File: config.mk
export PLATFORM = sky130hd
export DESIGN_NAME = vsl_queue
export DESIGN_NICKNAME = d
export VERILOG_FILES = /design/src/hw/rtl/vsl_pkg.sv /design/src/hw/rtl/vsl_queue.sv
export SDC_FILE = /design/constraint.sdc
export NUM_CORES = 1
export LEC_CHECK = 0
export BUFFER_PORTS_ARGS = -buffer_cell sky130_fd_sc_hd__buf_2
export CAP_MARGIN = 20
export CORE_UTILIZATION = 30
export CTS_CLUSTER_DIAMETER = 100
export CTS_CLUSTER_SIZE = 25
export DETAILED_ROUTE_END_ITERATION = 10
export GPL_ROUTABILITY_DRIVEN = 0
export PLACE_DENSITY = 0.6
export SLEW_MARGIN = 20
export SYNTH_ARGS = -nofsm -noshare
export SYNTH_HDL_FRONTEND = slang
export SYNTH_SLANG_ARGS = --single-unit
export TNS_END_PERCENT = 10
File: constraint.sdc
create_clock -name clk -period 4.4 [get_ports clk]
set_clock_uncertainty 0.05 [all_clocks]
set_input_delay 0.44 -clock clk [delete_from_list [all_inputs] [get_ports clk]]
set_output_delay 0.44 -clock clk [all_outputs]
set_load 0.01 [all_outputs]
File: src/hw/rtl/vsl_pkg.sv
// ----------------------------------------------------------------------------
// vsl_pkg
// Shared types and constants of the velocity slew limiter.
// ----------------------------------------------------------------------------
package vsl_pkg;

    // input opcodes
    localparam logic [1:0] OP_CMD  = 2'd0;
    localparam logic [1:0] OP_ODOM = 2'd1;
    localparam logic [1:0] OP_CFB  = 2'd2;
    localparam logic [1:0] OP_TICK = 2'd3;

    // feedback modes
    localparam logic [1:0] FB_NONE = 2'd0;
    localparam logic [1:0] FB_ODOM = 2'd1;
    localparam logic [1:0] FB_CMD  = 2'd2;

    // configuration register indexes
    localparam logic [2:0] REG_SMOOTHER_ON   = 3'd0;
    localparam logic [2:0] REG_FEEDBACK_MODE = 3'd1;
    localparam logic [2:0] REG_SPEED_LIMITS  = 3'd2;
    localparam logic [2:0] REG_ACCEL_STEPS   = 3'd3;
    localparam logic [2:0] REG_DECEL_STEPS   = 3'd4;

    // timing constants in microseconds
    localparam logic [31:0] DEFAULT_INTERVAL = 32'd100000;
    localparam logic [34:0] TIMEOUT_CAP      = 35'd500000;

    // kind of a queued request
    typedef enum logic [1:0] {
        K_CMD,
        K_FB,
        K_TICK
    } kind_t;

    // back end sequencer states
    typedef enum logic [3:0] {
        S_IDLE,
        S_FB,
        S_PREP,
        S_MUL1,
        S_MUL2,
        S_CMP,
        S_DIV,
        S_APPLY,
        S_MED,
        S_OUT
    } state_t;

    typedef struct packed {
        logic        smoother_on;
        logic [1:0]  feedback_mode;
        logic [59:0] speed_limits;
        logic [47:0] accel_steps;
        logic [47:0] decel_steps;
    } cfg_t;

    typedef struct packed {
        logic full;
        logic empty;
    } q_stat_t;

    // mode three behaves as no feedback
    function automatic logic [1:0] fb_eff(input logic [1:0] mode);
        return (mode == 2'd3) ? FB_NONE : mode;
    endfunction

endpackage

File: src/hw/rtl/vsl_queue.sv
// ----------------------------------------------------------------------------
// vsl_queue
// Two-entry request queue between the front and back ends.
// ----------------------------------------------------------------------------
module vsl_queue #(
    parameter int DW = 8
) (
    input  logic             clk,
    input  logic             rst_n,
    input  logic             push,
    input  logic [DW-1:0]    push_data,
    input  logic             pop,
    output logic [DW-1:0]    head_data,
    output vsl_pkg::q_stat_t q_stat
);
    import vsl_pkg::*;

    logic [DW-1:0] mem_reg [2];
    logic          wp_reg, rp_reg;
    logic [1:0]    cnt_reg;

    // pointers and fill count
    always_ff @(posedge clk or negedge rst_n)
    begin
        if (!rst_n)
        begin
            wp_reg  <= 1'b0;
            rp_reg  <= 1'b0;
            cnt_reg <= 2'd0;
        end
        else
        begin
            if (push)
                wp_reg <= !wp_reg;
            if (pop)
                rp_reg <= !rp_reg;
            cnt_reg <= cnt_reg + 2'(push) - 2'(pop);
        end
    end

    // storage
    always_ff @(posedge clk)
    begin
        if (push)
            mem_reg[wp_reg] <= push_data;
    end

    assign head_data    = mem_reg[rp_reg];
    assign q_stat.full  = (cnt_reg == 2'd2);
    assign q_stat.empty = (cnt_reg == 2'd0);

endmodule

==> impl_metrics.csv <==
group,metric,value,unit
cts,clock_sinks,20,
synthesis,synth_seq_cells,20,
cts,clock_latency,0.29,ns
final_layout,antennaDiodeCount,0,
power,combPwrFrac,32.4,%
worst_setup_path,reg2reg_to,"cnt_reg[1]$_DFF_PN0_",
cts,h-tree-depth,1,
synthesis,syn_avg_cell_area,20.2,um2
drt,drtIter0Drc,1,
synthesis,synth-main-ff-cell,"edfxtp_1",
sta,fin_setup_tns,0,ns
drt,totalWireLength,1.09,mm
synthesis,synth_area,808,um2
sta,drv_slew,0,
cts,cts_root_buf,"clkbuf_4",
final_layout,largest_register_ffs,16,
sta,finalHoldViolations,0,
cts,ctsHoldBuffers,1,
final_layout,nNetsFinal,80,
worst_setup_path,ff2ff_setup_slack,2.96,ns
power,clkPwrFrac,15.3,%
cts,post_cts_resized,0,
die,ios,22,
synthesis,yosys-top-cells-area,"edfxtp_1 59%, mux2_4 15%, dfrtp_1 12%",
sta,max_freq,0.516,GHz
die,die_x,53.9,um
cts,cts_made_buffers,3,
final_layout,final_util,38.7,%
synthesis,yosysWarnings,0,
final_layout,seqCellArea,581,um2
final_layout,drive_above_1_share,49.2,%
status,status,"complete, no violations",
die,num_rows,18,
drt,wl_per_cell,11.5,um
power,report.power.total,0.000568,W
worst_setup_path,end_kind,"primary output",
power,p_per_area,582,mW/mm2
synthesis,syn-instance-count,40,
grt,grt_pass1_vias,356,
sta,rsz0062_at_grt,"false",
drt,final_antenna_net_count,0,
sta,period_share,44.0,%
synthesis,synth_area_leader_cell,"edfxtp_1",
power,switching_power,0.000162,W
sta,worst_pin_slew,0.727,ns
worst_hold_path,hold_path_depth,1,
placement,port_buffers,21,
die,die_area,0.00291,mm2
synthesis,synth-edff-count,16,
drt,firstDrtPassIters,2,
sta,setup_viol,0,
synthesis,syn_nets,54,
synthesis,synth_top_area_share,59.4,%
power,p_sw_share,28.5,%
final_layout,fillers,253,
grt,overflow,0,
power,peakVddDrop,282,uV
cts,clkSlewWorstSetupHoldPaths,0.11,ns
worst_hold_path,min_from,"push_data[5]",
die,fp.dieH,53.9,um
sta,timing.hold.ws,0.276,ns
cts,cts_tree,"built",
synthesis,synth_cell_types,11,
final_layout,final_area,976,um2
sta,min_period,1.94,ns
die,core-area,0.00252,mm2
drt,vias,405,
synthesis,synth_common_cells,"16 x edfxtp_1, 8 x mux2_4, 4 x dfrtp_1",
worst_hold_path,hold_class,"primary input to register",
worst_setup_path,cp.required,3.91,ns
worst_setup_path,critPathMaxFanout,9,
cts,post_cts_buffers,0,
synthesis,async_reset_ff_share,20.0,%
drt,viasPerCell,4.26,
grt,grt_max_degree,12,
power,seq_power_share,52.3,%
grt,antenna_found_initial,0,
worst_setup_path,critical_path_arrival,1.45,ns
worst_setup_path,critPathLaunchType,"register",
grt,grt_pass1_wl,1.69,mm
final_layout,area_growth,20.7,%
final_layout,multi_input_comb_area,209,um2
sta,slew_headroom,51.4,%
job,cap_violations,0,
cts,clk_path_buf_depth,2,
power,intPower,0.000406,W
worst_setup_path,path_class,"register to primary output",
worst_setup_path,r2r_cells,5,
drt,drc,0,
synthesis,seq_area_frac_synth,71.8,%
power,total_leakage_power,0.425,nW
worst_hold_path,hold_path_end,"mem_reg[1][5]$_DFFE_PP_",
grt,track_usage,9.11,%
placement,place_area,940,um2
worst_setup_path,r2r_start,"cnt_reg[0]$_DFF_PN0_",
die,initial_core_util,32.0,%
placement,dp_hpwl,779,um
synthesis,yosysMostFrequentCell,"edfxtp_1",
-- critical path: stages, from the launching register on --
cell and delay [ns]:
dfrtp_1 0.68, mux2_4 0.34, buf_2 0.14
-- layout by cell type (no fill, tap or decap), types with 2 or more instances in the layout --
master / Yosys / routed
buf_2: 0 / 21
edfxtp_1: 16 / 16
mux2_4: 8 / 8
dfrtp_1: 4 / 4
clkbuf_4: 0 / 3
inv_1: 2 / 2
nor2b_1: 2 / 2
xor2_1: 2 / 2
ha_1: 2 / 2
-- worst max path at each step --
stage	from	endpoint
2_1_floorplan	pop	cnt_reg[1]$_DFF_PN0_
3_3_place_gp	rp_reg$_DFFE_PN0P_	head_data[4]
3_5_place_dp	rp_reg$_DFFE_PN0P_	head_data[4]
4_1_cts	rp_reg$_DFFE_PN0P_	head_data[4]
5_1_grt	rp_reg$_DFFE_PN0P_	head_data[4]
6_report	rp_reg$_DFFE_PN0P_	head_data[4]
-- area by class of cell --
cell class / instances / area share, %
multi-input cells: 17 / 21.4
repair buffers: 22 / 11.8
clock buffers: 4 / 2.69
well taps: 30 / 3.85
flip-flops and latches: 20 / 59.5
inverters: 2 / 0.769
-- power by group through the flow --
stage | logic (W) | registers, W | clock network [W]
6_report | 0.000184 | 0.000297 | 0.0000871
5_1_grt | 0.000205 | 0.000304 | 0.000102
4_1_cts | 0.000188 | 0.000299 | 0.0000912
3_5_place_dp | 0.000188 | 0.000303 | 0
3_3_place_gp | 0.000186 | 0.000301 | 0
2_1_floorplan | 0.000160 | 0.000277 | 0
-- kinds of logic after synthesis --
kind of cell | count (synthesis) | synth area share, %
muxes | 8 | 14.9
xor gates and xnor gates | 3 | 5.11
and+or+nand+nor | 4 | 2.79
adders and majority gates | 2 | 3.10
buffers and inverters | 3 | 2.32
DFF | 20 | 71.8
-- metal layers --
metal | share of wire (%) | up-vias | global-route usage, %
li1 | - | 195 | -
met1 | 48 | 187 | 11.4
met2 | 41 | 19 | 12.8
met3 | 8.5 | 4 | 3.39
met4 | 2.7 | 0 | 6.58
met5 | 0 | - | 0
-- per-stage QoR --
| step | instances | setup slack [ns] |
|---|---|---|
| after floorplan | 40 | 2.96 |
| after global placement | 90 | 2.77 |
| after detailed placement | 90 | 2.76 |
| after CTS | 95 | 2.43 |
| after global routing | 95 | 2.37 |
| final | 95 | 2.46 |
Note: power is estimated with default switching activity, not from simulation.
