$ cat config.mk
export PLATFORM = sky130hd
export DESIGN_NAME = vsl_front
export DESIGN_NICKNAME = d
export VERILOG_FILES = /design/src/hw/rtl/vsl_pkg.sv /design/src/hw/rtl/vsl_front.sv
export SDC_FILE = /design/constraint.sdc
export NUM_CORES = 1
export LEC_CHECK = 0
export BUFFER_PORTS_ARGS = -buffer_cell sky130_fd_sc_hd__buf_2
export CELL_PAD_IN_SITES_DETAIL_PLACEMENT = 1
export CELL_PAD_IN_SITES_GLOBAL_PLACEMENT = 2
export CORE_MARGIN = 3
export CORE_UTILIZATION = 24
export DETAILED_ROUTE_END_ITERATION = 16
export PLACE_DENSITY_LB_ADDON = 0.1
export SLEW_MARGIN = 5
export SYNTH_ARGS = -nofsm -noshare
export SYNTH_HDL_FRONTEND = slang
export SYNTH_SLANG_ARGS = --single-unit
export TNS_END_PERCENT = 10
$ cat constraint.sdc
create_clock -name vclk -period 9.47
set_clock_uncertainty 0.15 [all_clocks]
set_input_delay 1.894 -clock vclk [all_inputs]
set_output_delay 1.894 -clock vclk [all_outputs]
set_load 0.02 [all_outputs]
$ cat src/hw/rtl/vsl_pkg.sv
// ----------------------------------------------------------------------------
// vsl_pkg
// Shared types and constants of the velocity slew limiter.
// ----------------------------------------------------------------------------
package vsl_pkg;

    // input opcodes
    localparam logic [1:0] OP_CMD  = 2'd0;
    localparam logic [1:0] OP_ODOM = 2'd1;
    localparam logic [1:0] OP_CFB  = 2'd2;
    localparam logic [1:0] OP_TICK = 2'd3;

    // feedback modes
    localparam logic [1:0] FB_NONE = 2'd0;
    localparam logic [1:0] FB_ODOM = 2'd1;
    localparam logic [1:0] FB_CMD  = 2'd2;

    // configuration register indexes
    localparam logic [2:0] REG_SMOOTHER_ON   = 3'd0;
    localparam logic [2:0] REG_FEEDBACK_MODE = 3'd1;
    localparam logic [2:0] REG_SPEED_LIMITS  = 3'd2;
    localparam logic [2:0] REG_ACCEL_STEPS   = 3'd3;
    localparam logic [2:0] REG_DECEL_STEPS   = 3'd4;

    // timing constants in microseconds
    localparam logic [31:0] DEFAULT_INTERVAL = 32'd100000;
    localparam logic [34:0] TIMEOUT_CAP      = 35'd500000;

    // kind of a queued request
    typedef enum logic [1:0] {
        K_CMD,
        K_FB,
        K_TICK
    } kind_t;

    // back end sequencer states
    typedef enum logic [3:0] {
        S_IDLE,
        S_FB,
        S_PREP,
        S_MUL1,
        S_MUL2,
        S_CMP,
        S_DIV,
        S_APPLY,
        S_MED,
        S_OUT
    } state_t;

    typedef struct packed {
        logic        smoother_on;
        logic [1:0]  feedback_mode;
        logic [59:0] speed_limits;
        logic [47:0] accel_steps;
        logic [47:0] decel_steps;
    } cfg_t;

    typedef struct packed {
        logic full;
        logic empty;
    } q_stat_t;

    // mode three behaves as no feedback
    function automatic logic [1:0] fb_eff(input logic [1:0] mode);
        return (mode == 2'd3) ? FB_NONE : mode;
    endfunction

endpackage

$ cat src/hw/rtl/vsl_front.sv
// ----------------------------------------------------------------------------
// vsl_front
// Accepts input requests, saturates and clamps velocities, drops feedback of
// the wrong kind and pushes the rest into the request queue.
// ----------------------------------------------------------------------------
module vsl_front #(
    parameter int VEL_WIDTH = 32
) (
    input  vsl_pkg::cfg_t                    cfg,
    input  logic                             s_tvalid,
    output logic                             s_tready,
    input  logic [127:0]                     s_tdata,  // time_us, vel_x, vel_y, vel_w
    input  logic [1:0]                       s_tuser,  // opcode
    input  vsl_pkg::q_stat_t                 q_stat,
    output logic                             push,
    output logic [2+32+3*VEL_WIDTH-1:0]      push_data
);
    import vsl_pkg::*;

    localparam int XW = ((VEL_WIDTH > 32) ? VEL_WIDTH : 32) + 1;
    localparam logic signed [XW-1:0] VMAX =
        {{(XW-VEL_WIDTH+1){1'b0}}, {(VEL_WIDTH-1){1'b1}}};
    localparam logic signed [XW-1:0] VMIN = ~VMAX;

    function automatic logic signed [XW-1:0] sat_x(input logic signed [XW-1:0] v);
        return (v > VMAX) ? VMAX : ((v < VMIN) ? VMIN : v);
    endfunction

    kind_t                       kind;
    logic                        keep;
    logic signed [VEL_WIDTH-1:0] vel [3];

    // saturate, clamp commands against the speed limits
    always_comb
    begin
        logic signed [XW-1:0] v;
        logic signed [XW-1:0] lim;
        for (int i = 0; i < 3; i++)
        begin
            v   = sat_x(XW'($signed(s_tdata[32+32*i +: 32])));
            lim = XW'({1'b0, cfg.speed_limits[20*i +: 20]});
            if (s_tuser == OP_CMD)
            begin
                if (v > 0)
                    v = (v < lim) ? v : lim;
                else
                    v = (v > -lim) ? v : -lim;
                v = sat_x(v);
            end
            vel[i] = VEL_WIDTH'(v);
        end
    end

    // classify
    always_comb
    begin
        unique case (s_tuser)
            OP_CMD:  begin kind = K_CMD;  keep = 1'b1; end
            OP_ODOM: begin kind = K_FB;   keep = (fb_eff(cfg.feedback_mode) == FB_ODOM); end
            OP_CFB:  begin kind = K_FB;   keep = (fb_eff(cfg.feedback_mode) == FB_CMD); end
            default: begin kind = K_TICK; keep = 1'b1; end
        endcase
    end

    assign s_tready  = !q_stat.full;
    assign push      = s_tvalid && s_tready && keep;
    assign push_data = {vel[2], vel[1], vel[0], s_tdata[31:0], kind};

endmodule

==> metrics.cfg, run 1 <==
[sta]
fin_tns_setup_ns=0
fmax_mhz=109
post-route-min-period_ns=9.14
worst-slew-pin-transition_ns=0.688
finalSetupViolCount=0
hold_viol_final=0
maxSlewViolCount=0
period_share_pct=96.5
slew-limit-headroom_pct=53.8
rsz0062_at_grt=true

[layout]
n_sequential_cell=0
fin_cells=1860
fill_cells=4389
register_area_um2=0
nets=1864
clock_buffers=0
area_delta_synth_final_pct=17.7
drive_gt1_share_pct=23.9

[grt]
met2_usage_pct=33.9
use_met3_pct=1.69
grt_overflow_total=0
met1_usage_pct=28.4
antenna_found_initial=1
grt_pass1_vias=10300
grt_pass1_wl_um=59600
top_usage_layer=met2
track_usage_pct=19.9
grt_max_degree=32

[drt]
wire_per_inst_um=20.8
drt-total-wl_um=38600
vias_per_cell=5.31
post-route-drc-count=0
dr.pass1.iters=4
ant_nets=0
drt_iter0_drc=347
route.vias.total=9873

[placed_design]
io_buffers=262
placedCellCount=1859
gp_congestion=0.836
hpwl_um=32800

[setup_path]
endpoint=push_data[114]
required_ns=7.43
critPathKind=in -> out
critPathLaunch=cfg[138]
worstPathArrival_ns=7.09
worstSetupEndpointType=primary output
crit_fanout=11
critPathLaunchType=input pin

[hold_path]
hold_path.class=in -> out
hold_depth=0

[cts]
hold_buffers=0
post_cts_buffers=0
cts-resized-gates=0

[power_and_ir_drop]
p_per_area_nw_per_um2=44.7
power.leakage_uw=0.00509
vdd_drop_max_mv=0.0165

[synthesis]
syn_nets=1726
synthCells=1275
yosysTopAreaCellShare_pct=23.8
yosysTopAreaCell=ha_1
ys_warn_count=0
synth_cell_types=72
ys_top_cells_by_area=ha_1, xnor2_1, clkbuf_1, inv_1, nand2_1
avgSynthCellArea_um2=6.57
netlist_area_um2=8380
yosysSeqAreaShare_pct=0

[die]
rows=67
core_area_um2=34000
dieArea_um2=37200
start_util_pct=24.7
ioPinCount=424
die-width_um=193
die_h_um=193

[flow_run]
drv_cap=0

[outcome]
status=completed

worst min-delay path by stage:
stage / end / from / slack (ns)
floorplan: s_tready / q_stat[1] / 3.72
global placement: push_data[12] / s_tdata[10] / 3.64
detailed placement: push_data[12] / s_tdata[10] / 3.64
CTS: push_data[12] / s_tdata[10] / 3.64
global route: push_data[23] / s_tdata[21] / 3.64
finish: push_data[10] / s_tdata[8] / 3.64
cells in the mapped netlist (5+ instances only):
cell,count
or4_1,7
a211o_1,6
nor2b_1,9
nand3_1,47
mux2i_1,9
a22oi_1,7
a31oi_1,5
o2111ai_1,5
clkbuf_1,130
a211oi_1,18
and2_1,5
buf_2,5
ha_1,159
nor4_1,46
buf_4,32
o31ai_1,13
o21a_1,23
a2111oi_0,8
a221o_1,8
a21o_1,43
a21oi_1,58
inv_1,109
o211ai_1,33
and3_1,13
xnor2_1,63
nor3_1,65
o21ai_0,44
a22o_1,12
nand4_1,23
o32ai_1,5
or3_1,10
nor2_1,68
nand2_1,108
layer usage:
metal,vias to the layer above,part of all wire (%)
met2,223,46
met1,4756,49
met5,-,0
met4,0,0.63
met3,16,3.9
li1,4878,-
power breakdown:
group            leakage, µW  internal (µW)  total [µW]  switching (µW)
Sequential                 0              0           0               0
Clock          0.00000000634      0.0000142   0.0000142               0
Combinational        0.00509            167         440             274
Total                0.00509            167         440             274
worst max-delay path, cell delays in order:
cell and delay [ns]:
buf_2 0.16, or3_1 0.40, nand3b_1 0.37, nor3_1 0.45, nand3_1 0.20, nor3_1 0.23, xnor2_1 0.20, ha_1 0.30
and4_1 0.19, and3_1 0.21, a21o_1 0.17, o21ai_0 0.50, a41oi_1 0.21, a311o_1 0.38, a211oi_1 0.24, buf_4 0.25
and2_1 0.36, a221o_1 0.19, buf_2 0.17
layout make-up:
| class | count | area [µm²] | share of cell area, % |
|---|---|---|---|
| diodes | 1 | 2.50 | 0.0254 |
| multi-input cells | 992 | 7210 | 73.1 |
| inverters | 110 | 413 | 4.19 |
| well taps | 448 | 561 | 5.69 |
| repair buffers | 309 | 1680 | 17.0 |
per-stage QoR:
step	power (µW)	hold WS, ns	setup slack [ns]	area (µm²)	util [%]
final	440	3.64	0.331	9860	29.0
after global placement	439	3.64	0.134	9830	29.0
after CTS	444	3.64	0.109	9830	29.0
after detailed placement	441	3.64	0.129	9830	29.0
after floorplan	293	3.72	1.04	8380	-
after global routing	491	3.64	-0.0353	9860	29.0
cells by family after synthesis:
family	after synthesis	share of synthesized area [%]
AOI/OAI and AO/OA	329	27.7
xor gates and xnor gates	67	7.17
adders and majority gates	159	23.8
muxes	11	1.39
and+or+nand+nor	426	25.6
buffers and inverters	283	14.4
cells in the final DEF, fill, tap and decap left out, types with 6 or more instances in the layout:
cell       Yosys  routed
a2111oi_0      8       8
o21a_1        23      22
xnor2_1       63      63
nand4_1       23      23
mux2i_1        9       9
a221o_1        8       8
nand3_1       47      47
nor3_1        65      65
o31ai_1       13      13
nor2_1        68      66
or3_1         10      10
a211oi_1      18      18
buf_4         32      46
or4_1          7       7
buf_2          5     262
nor4_1        46      46
inv_1        109     109
nor2b_1        9       9
a211o_1        6       6
a22o_1        12      12
and3_1        13      13
nand2_1      108     107
ha_1         159     158
a21o_1        43      43
a21oi_1       58      58
a22oi_1        7       7
o21ai_0       44      43
o211ai_1      33      33
Note: power is estimated with default switching activity, not from simulation.
==> run 2, diff against run 1 <==
--- a/config.mk
+++ b/config.mk
@@ -13,4 +13,5 @@
 export DETAILED_ROUTE_END_ITERATION = 16
 export PLACE_DENSITY_LB_ADDON = 0.1
+export REMOVE_ABC_BUFFERS = 1
 export SLEW_MARGIN = 5
 export SYNTH_ARGS = -nofsm -noshare
==> constraint.sdc (replaced) <==
create_clock -name vclk -period 9.47
set_clock_uncertainty 0.15 [all_clocks]
set_input_delay 1.894 -clock vclk [all_inputs]
set_output_delay 1.894 -clock vclk [all_outputs]
set_load 0.05 [all_outputs]
==> metrics.cfg, run 2 (synthesis gave the netlist of run 1 again) <==
[drt]
vias_per_cell=5.35
route.vias.total=10000
drt_iter0_drc=326
post-route-drc-count=0
ant_nets=0
wire_per_inst_um=21.7
dr.pass1.iters=4
drt-total-wl_um=40700

[setup_path]
critPathKind=in -> out
cp_slowest_cell=or4_1
cp.depth=20
required_ns=7.43
crit_family=simple AND/OR/NAND/NOR gates
max_stage_delay_ns=0.45
critPathLaunchType=input pin
cp_num_buf_inv=5
worstPathArrival_ns=7.08
crit_fanout=11
critPathMostFrequentCell=buf_4
worstSetupEndpointType=primary output
path_cells=buf_2 -> or3_1 -> or4_1 -> or3_1 -> nor2_1 -> nand2_2 -> inv_1 -> ha_1 -> nand4_1 -> nor4_2 -> buf_4 -> o2111ai_1 -> a211o_1 -> a311oi_4 -> a211oi_1 -> a211oi_1 -> buf_4 -> a2111oi_1 -> o31ai_1 -> buf_4

[sta]
maxSlewViolCount=0
slew-limit-headroom_pct=49.0
period_share_pct=96.3
fin_tns_setup_ns=0
finalSetupViolCount=0
worst-slew-pin-transition_ns=0.762
post-route-min-period_ns=9.12
fmax_mhz=110
hold_viol_final=0

[grt]
grt_max_degree=28
grt_overflow_total=0
track_usage_pct=21.0
antenna_found_initial=2
grt_pass1_vias=10300
grt_pass1_wl_um=61300

[die]
die_h_um=193
dieArea_um2=37200
die-width_um=193
ioPinCount=424
core_area_um2=34000
start_util_pct=24.7
rows=67

[flow_run]
drv_cap=0

[cts]
hold_buffers=0
post_cts_buffers=0

[hold_path]
holdPathEnd=push_data[8]
min_from=s_tdata[6]
hold_depth=0
hold_path.class=in -> out

[placed_design]
placed_cell_area_um2=9960
gp_congestion=0.818
placedCellCount=1873
hpwl_um=34400
io_buffers=262

[power_and_ir_drop]
p_per_area_nw_per_um2=52.8
power.leakage_uw=0.00517
vdd_drop_max_mv=0.0341

[layout]
area_delta_synth_final_pct=19.7
stdcell_area_um2=10000
fin_cells=1874
drive_gt1_share_pct=24.7
n_sequential_cell=0
final_common_cell=buf_2
clock_buffers=0
register_area_um2=0
nets=1878
layout_common_cells=buf_2, ha_1, inv_1

[outcome]
status=completed

## run 2: what timing repair did
item | 4_1_cts | 5_1_grt
endpoints found under the setup margin | 0 | 41
hold endpoints to repair | 0 | 0
resized for setup | 0 | 16
## run 2: worst max path at each step
| stage | from | to | slack (ns) |
|---|---|---|---|
| 2_1_floorplan | cfg[138] | push_data[100] | 0.15 |
| 3_3_place_gp | cfg[98] | push_data[42] | 0.15 |
| 3_5_place_dp | cfg[138] | push_data[100] | 0.14 |
| 4_1_cts | cfg[138] | push_data[100] | 0.11 |
| 5_1_grt | cfg[138] | push_data[100] | -0.06 |
| 6_report | cfg[138] | push_data[100] | 0.35 |
## run 2: layout make-up
type | instances | area, µm²
diodes | 1 | 2.50
fillers | 4367 | 23900
inverters | 110 | 413
multi-input cells | 992 | 7240
well taps | 448 | 561
repair buffers | 323 | 1810
## run 2: routing by layer
layer	global-route usage [%]	share of wire (%)
met3	3.61	5.7
met2	33.3	43
met4	0.785	0.49
met1	30.9	51
met5	1.10	0.16
## run 2: through the flow
step	hold slack (ns)	util (%)	power (µW)	worst slack, ns
after detailed placement	3.64	29.3	528	0.142
after floorplan	3.64	-	332	0.147
after CTS	3.64	29.3	531	0.113
after global placement	3.64	29.3	525	0.146
final	3.64	29.5	529	0.348
after global routing	3.64	29.5	581	-0.0595
## run 2: power breakdown
group / internal, µW / leakage [µW] / switching (µW)
Combinational: 171 / 0.00517 / 358
Sequential: 0 / 0 / 0
Clock: 0.0000143 / 0.00000000634 / 0
Total: 171 / 0.00517 / 358
==> run 3, diff against run 2 <==
CORE_MARGIN = 4   (was 3)
==> metrics.cfg, run 3 (synthesis gave the netlist of run 1 again) <==
[setup_path]
crit_fanout=10
worstPathArrival_ns=7.04
critPathLaunchType=input pin
worstSetupEndpointType=primary output
critPathKind=in -> out
required_ns=7.43

[drt]
post-route-drc-count=0
vias_per_cell=5.34
wire_per_inst_um=22.6
drt_iter0_drc=428
drt-total-wl_um=42600
ant_nets=0
dr.pass1.iters=4
route.vias.total=10000

[sta]
rsz0062_at_grt=false
period_share_pct=96.0
setup_ws_ns=0.383
worst-slew-pin-transition_ns=0.879
hold_viol_final=0
hold_slack_ns=3.64
maxSlewViolCount=0
fmax_mhz=110
slew-limit-headroom_pct=41.2
fin_tns_setup_ns=0
post-route-min-period_ns=9.09
finalSetupViolCount=0

[die]
dieArea_um2=38000
die_h_um=195
ioPinCount=424
die-width_um=195
core_area_um2=34500
rows=68
start_util_pct=24.3

[layout]
layout_common_cells=buf_2, ha_1, inv_1
nets=1875
area_delta_synth_final_pct=18.7
register_area_um2=0
n_sequential_cell=0
multi_input_area_um2=7190
final_common_cell=buf_2
drive_gt1_share_pct=24.3
fill_cells=4445
clock_buffers=0

[cts]
post_cts_buffers=0
hold_buffers=0
cts-resized-gates=0

[flow_run]
drv_cap=0

[grt]
antenna_found_initial=5
grt_max_degree=29
grt_overflow_total=0
track_usage_pct=21.0
grt_pass1_wl_um=63800
grt_pass1_vias=10500

[power_and_ir_drop]
p_per_area_nw_per_um2=53.3
power_uw=530
vdd_drop_max_mv=0.0316
power.leakage_uw=0.00513

[placed_design]
io_buffers=262
gp_congestion=0.856
dp_slack_ns=0.186
hpwl_um=36200

[outcome]
status=completed

[hold_path]
hold_path.class=in -> out
hold_depth=0

==> run 3: cell types whose count changed in the layout (fill, tap and decap cells not counted), sizes merged <==
| cell | delta |
|---|---|
| diode | +2 |
| buf | -3 |
==> run 3: critical path: stages <==
cell	delay (ns)
buf_2	0.15
or3_1	0.42
nand3b_1	0.33
nor3_1	0.35
nand3_1	0.19
nor3_1	0.26
xnor2_1	0.20
ha_1	0.29
and4_1	0.19
and3_1	0.23
a21o_1	0.20
o21a_1	0.22
nor3_1	0.59
mux2i_1	0.36
a211oi_1	0.09
buf_4	0.21
buf_4	0.16
a211oi_1	0.32
o21ai_0	0.14
buf_2	0.25
==> run 3: through the flow <==
step           area (µm²)  utilization (%)  instances
6_report             9940             28.9       1880
2_1_floorplan        7580                -       1102
5_1_grt              9940             28.9       1879
3_5_place_dp         9920             28.8       1877
4_1_cts              9920             28.8       1877
3_3_place_gp         9920             28.8       1877
==> run 3: path summary, 6_finish.rpt <==
kind               startpoint              to  slack (ns)
hold / removal    s_tdata[31]   push_data[33]        3.64
setup / recovery     cfg[138]  push_data[103]        0.38
==> run 3: metal layers <==
metal | GRT usage [%] | routed length (µm) | vias to the layer above | share of wire [%]
li1 | - | - | 4889 | -
met5 | 3.32 | 179 | - | 0.42
met2 | 34.2 | 18800 | 276 | 44
met4 | 2.92 | 691 | 8 | 1.6
met3 | 5.11 | 2680 | 37 | 6.3
met1 | 28.6 | 20300 | 4834 | 48
==> run 3: power by group <==
| group | leakage [µW] | switching, µW | internal [µW] |
|---|---|---|---|
| Clock | 0.0000000190 | 0 | 0.0000423 |
| Sequential | 0 | 0 | 0 |
| Combinational | 0.00513 | 361 | 169 |
| Total | 0.00513 | 361 | 169 |
==> run 3: cell type report <==
type	count	area share (%)
antenna	3	0.0755
inverter	110	4.15
timing repair buffer	320	17.7
tap	455	5.72
multi-input combinational	992	72.3
